## config.mk

```make
export PLATFORM = sky130hd
export DESIGN_NAME = mfifo_out_reg
export DESIGN_NICKNAME = d
export VERILOG_FILES = /design/src/hw/rtl/mfifo_pkg.sv /design/src/hw/rtl/mfifo_out_reg.sv
export SDC_FILE = /design/constraint.sdc
export NUM_CORES = 1
export LEC_CHECK = 0
export BUFFER_PORTS_ARGS = -buffer_cell sky130_fd_sc_hd__buf_4
export CAP_MARGIN = 20
export CORE_UTILIZATION = 44
export CTS_BUF_LIST = sky130_fd_sc_hd__clkbuf_2 sky130_fd_sc_hd__clkbuf_4 sky130_fd_sc_hd__clkbuf_8
export DETAILED_ROUTE_END_ITERATION = 7
export PLACE_DENSITY = 0.89
export SYNTH_ARGS = -nofsm -noshare
export SYNTH_HDL_FRONTEND = slang
export SYNTH_SLANG_ARGS = --single-unit
```

## constraint.sdc

```tcl
create_clock -name clk_i -period 1.9 [get_ports clk_i]
set_input_delay 0.285 -clock clk_i [delete_from_list [all_inputs] [get_ports clk_i]]
set_output_delay 0.285 -clock clk_i [all_outputs]
set_load 0.1 [all_outputs]
```

## src/hw/rtl/mfifo_pkg.sv

```systemverilog
package mfifo_pkg;

  // field widths fixed by the item format
  localparam int ActW    = 2;
  localparam int ByteW   = 8;
  localparam int LenW    = 7;
  localparam int CountW  = 5;
  localparam int DepthW  = 5;
  localparam int StatusW = 3;
  localparam int CfgIdxW = 1;
  localparam int CfgW    = 7;

  // action codes of an input item
  localparam logic [ActW-1:0] ACT_SEND_BEGIN = 2'd0;
  localparam logic [ActW-1:0] ACT_SEND_BYTE  = 2'd1;
  localparam logic [ActW-1:0] ACT_RECEIVE    = 2'd2;

  // configuration register indexes
  localparam logic [CfgIdxW-1:0] CFG_QUEUE_DEPTH = 1'b0;
  localparam logic [CfgIdxW-1:0] CFG_MSG_SIZE    = 1'b1;

  // configuration reset values
  localparam logic [DepthW-1:0] DepthRst = 5'd16;
  localparam logic [LenW-1:0]   SizeRst  = 7'd64;

  // stored message count saturates here
  localparam logic [CountW-1:0] CountMax = 5'd31;

  typedef enum logic [StatusW-1:0] {
    ST_OK     = 3'd0,
    ST_FULL   = 3'd1,
    ST_SIZE   = 3'd2,
    ST_EMPTY  = 3'd3,
    ST_NOSEND = 3'd4
  } mfifo_status_e;

  typedef enum logic [1:0] {
    S_IDLE,
    S_RD_LEN,
    S_STREAM
  } mfifo_state_e;

  typedef struct packed {
    mfifo_status_e     status;
    logic [ByteW-1:0]  data_byte;
    logic [LenW-1:0]   length;
    logic              has_byte;
    logic              last;
    logic [CountW-1:0] count;
  } mfifo_res_t;

endpackage

```

## src/hw/rtl/mfifo_out_reg.sv

```systemverilog
module mfifo_out_reg (
  input  logic               clk_i,
  input  logic               rst_ni,
  input  logic               push_i,
  input  mfifo_pkg::mfifo_res_t res_i,
  input  logic               ready_i,
  output logic               valid_o,
  output mfifo_pkg::mfifo_res_t res_o,
  output logic               free_o
);

  logic                  valid_q, valid_d;
  mfifo_pkg::mfifo_res_t res_q;

  // slot is free when empty or being taken this cycle
  assign free_o = !valid_q || ready_i;

  // valid flag
  always_comb begin
    valid_d = valid_q;
    if (push_i) begin
      valid_d = 1'b1;
    end else if (ready_i) begin
      valid_d = 1'b0;
    end
  end

  always_ff @(posedge clk_i or negedge rst_ni) begin
    if (!rst_ni) begin
      valid_q <= 1'b0;
    end else begin
      valid_q <= valid_d;
    end
  end

  // result payload
  always_ff @(posedge clk_i) begin
    if (push_i) begin
      res_q <= res_i;
    end
  end

  assign valid_o = valid_q;
  assign res_o   = res_q;

endmodule
```

Yosys cells after proc, flatten, opt, wreduce, memory -nomap -nowiden
Cells that the tools add are included.
{"block": "totals", "reg_bits": 26, "latch_bits": 0, "ram_bits": 0, "mem_bits_ro": 0, "output_inout_bits": 27, "mem_count": 0}
{"block": "classes", "addsub": 0, "mul": 0, "div_mod_pow": 0, "order_cmp": 0, "n_eq_ne": 0, "shifts": 0, "n_mux": 2, "n_bitwise": 0, "n_reduce_logical": 3}
{"op": "2-to-1 mux 1 bit", "n": 2}
{"op": "nonzero test 2 bit", "n": 1}
{"op": "zero test 1 bit", "n": 1}
{"op": "logical OR 1 bit", "n": 1}

Logic depth before layout (Yosys ltp)
{"block": "depth", "ltp_word": 2, "ltp_mapped": 2}

Least setup slack after synthesis
Ideal clock, no wire load.
{"block": "synth_timing", "path_type": "register to output", "from": "register valid_q (netlist: valid_o)", "to": "output free_o", "arrival_time_ns": 1.307, "setup_slack_ns": 0.308, "path_stages_with_launch": 2, "path_buffers": 0, "path_cell_list": "dfrtp_1 > nand2b_4"}
{"block": "synth_between", "elab_chain_cells": 2}
{"element": "start: declaration", "line_no": "mfifo_out_reg.sv:12", "source": "logic valid_q, valid_d;"}
{"element": "start signal: assignment", "line_no": "mfifo_out_reg.sv:32", "source": "valid_q <= valid_d;"}
{"element": "zero test 1 bit", "line_no": "mfifo_out_reg.sv:16", "source": "assign free_o = !valid_q || ready_i;"}
{"element": "logical OR 1 bit", "line_no": "mfifo_out_reg.sv:16"}
{"element": "end: declaration", "line_no": "mfifo_out_reg.sv:9", "source": "output logic free_o"}
No other way between the ends.

Worst setup path in the final report
Ends and elaborated chain as after synthesis.

==> results.toml <==
[status]
outcome = "finished, final reports clean"

[grt]
antenna_found_initial = 0
grt_max_degree = 27
grt_usage_pct = 14.9
grt_pass1_vias = 471
grt_pass1_wl_um = 1970
grt_overflow = 0

[power_and_ir_drop]
p_switching_uw = 526
clkPwrFrac_pct = 16.3
swShare_pct = 38.3
power.share.combinational_pct = 33.5
ir_drop_v = 0.000657
seqPwrFrac_pct = 50.2
p_leak_nw = 0.550
p_per_area_mw_per_mm2 = 1080
p_int_uw = 849

[timing]
fin_crit_ns = 1.40
final-max-slew-violation-count = 0
max_freq_mhz = 713
rsz0062_at_grt = "no"
setup_violations = 0
hold_viol = 0
maxSlewHeadroom_pct = 79.6
tns_ns = 0
fin_skew_ns = 0
worst_pin_slew_ns = 0.306
period_share_pct = 73.9

[clock_tree]
clk_latency_ns = 0.30
clk_pin_slew_worst_paths_ns = 0.13
root_buffer = "clkbuf_4"
htreeDepth = 1
cts_tree = "yes"
cts_buffers = 3
cts_buffer_depth = 2
cts_setup_buffers = 0
clkSinkCount = 26

[yosys]
synth_seq_area_share_pct = 97.2
synthesis.area_um2 = 798
synth_top_area_share_pct = 94.0
synth_seq_cells = 26
syn_nets = 57
synth_cells = 28
yosys.area.top_type = "edfxtp_1"
yosys_warnings = 0
yosysUniqueCellTypes = 4
synth.area.top_cells = "edfxtp_1 94%, dfrtp_1 3.1%, nand2b_4 1.7%"
syn_area_per_cell_um2 = 28.5

[route]
viasPerCell = 4.40
wire_per_inst_um = 12.8
drc = 0
dr.pass1.iters = 3
totalWireLength_um = 1450
postRouteAntennaNets = 0
drtIter0Drc = 6
via_count = 497

[final_layout]
syn_to_final_growth_pct = 60.2
fin_util_pct = 74.9
fin_area_mm2 = 0.00128
drive_above_1_share_pct = 68.2
diodes = 0
final_nets = 118

[place]
place_hpwl_um = 1120
place.gp.congestion = 0.636
place_area_mm2 = 0.00124
numPortBuffers = 55

[worst_setup_path]
path_class = "flop to primary output"
cp-end-kind = "primary output"
worstSetupStartpointType = "flop"
cp_max_fo = 2
worstPathArrival_ns = 1.12
crit_required_ns = 1.62

[die]
io_pins = 56
start_util_pct = 46.7
die_width_um = 44.6
dieArea_mm2 = 0.00199
coreArea_mm2 = 0.00171
rows = 15
chipHeight_um = 44.6

[job]
drv_cap = 0

[min_path]
hold_path.class = "primary input to flop"
-- metal layers --
metal	vias to the layer above	global-route usage [%]	share of wire, %
li1	230	-	-
met1	229	15.1	33
met2	36	26.8	55
met3	2	4.08	10
met4	0	9.09	0.83
met5	-	0	0
-- placed cells by master, fill, tap and decap left out --
master | Yosys | routed
dlygate4sd3_1 | 0 | 1
dfrtp_1 | 1 | 1
edfxtp_1 | 25 | 25
clkbuf_4 | 0 | 3
clkinv_1 | 0 | 1
nand2b_4 | 1 | 1
buf_4 | 0 | 55
nand2b_2 | 1 | 1
-- area by class of cell --
class | count | area (µm²)
clock buffer | 3 | 22.5
clock inverter | 1 | 3.75
fill | 110 | 429
multi-input combinational | 2 | 22.5
sequential | 26 | 776
tap | 25 | 31.3
timing repair buffer | 56 | 423
-- synth_stat cells --
cell type,count
nand2b_4,1
edfxtp_1,25
dfrtp_1,1
nand2b_2,1
-- repair_timing --
item / CTS / global route
endpoints found under the setup margin: 0 / 0
endpoints found under the hold margin: 1 / 0
hold buffers: 1 / 0
gates resized for setup: 0 / 0
-- power by group through the flow --
stage | logic [mW] | clock network (mW) | registers (mW)
after floorplan | 0.0152 | 0 | 1.03
after global placement | 0.457 | 0 | 0.702
after detailed placement | 0.460 | 0 | 0.706
after CTS | 0.462 | 0.227 | 0.693
after global routing | 0.469 | 0.257 | 0.695
final | 0.460 | 0.224 | 0.691
-- worst paths after layout --
path	startpoint	endpoint	slack (ns)	cells past startpoint
setup reg to reg	valid_o	valid_o	1.22	2
hold reg to reg	valid_o	valid_o	0.58	2
setup / recovery	valid_o	free_o	0.50	2
max in group asynchronous	rst_ni	valid_o	1.54	2
hold / removal	res_i[1]	res_o[1]	0.14	1
min in group asynchronous	rst_ni	valid_o	0.28	2
-- stage by stage --
stage                     worst slack (ns)  total power [mW]  instances  hold WS, ns
after detailed placement             0.838              1.17        108       0.0620
after global routing                 0.447              1.42        113        0.117
final                                0.497              1.38        113        0.142
after floorplan                      0.308              1.04         28      -0.0106
after CTS                            0.484              1.38        113        0.137
after global placement               0.862              1.16        108       0.0612
-- sequential cells by signal (all words and copies together) (netlist names) --
name	flops
valid_o	1
res_o	25
-- logic make-up after synthesis --
| family | Yosys count | share of synthesized area [%] |
|---|---|---|
| flops | 26 | 97.2 |
| simple gates | 2 | 2.82 |
-- critical path, cell delays in order, from the launching register on --
cell	delay [ns]
dfrtp_1	0.44
nand2b_4	0.09
buf_4	0.28
Note: power is estimated with default switching activity, not from simulation.
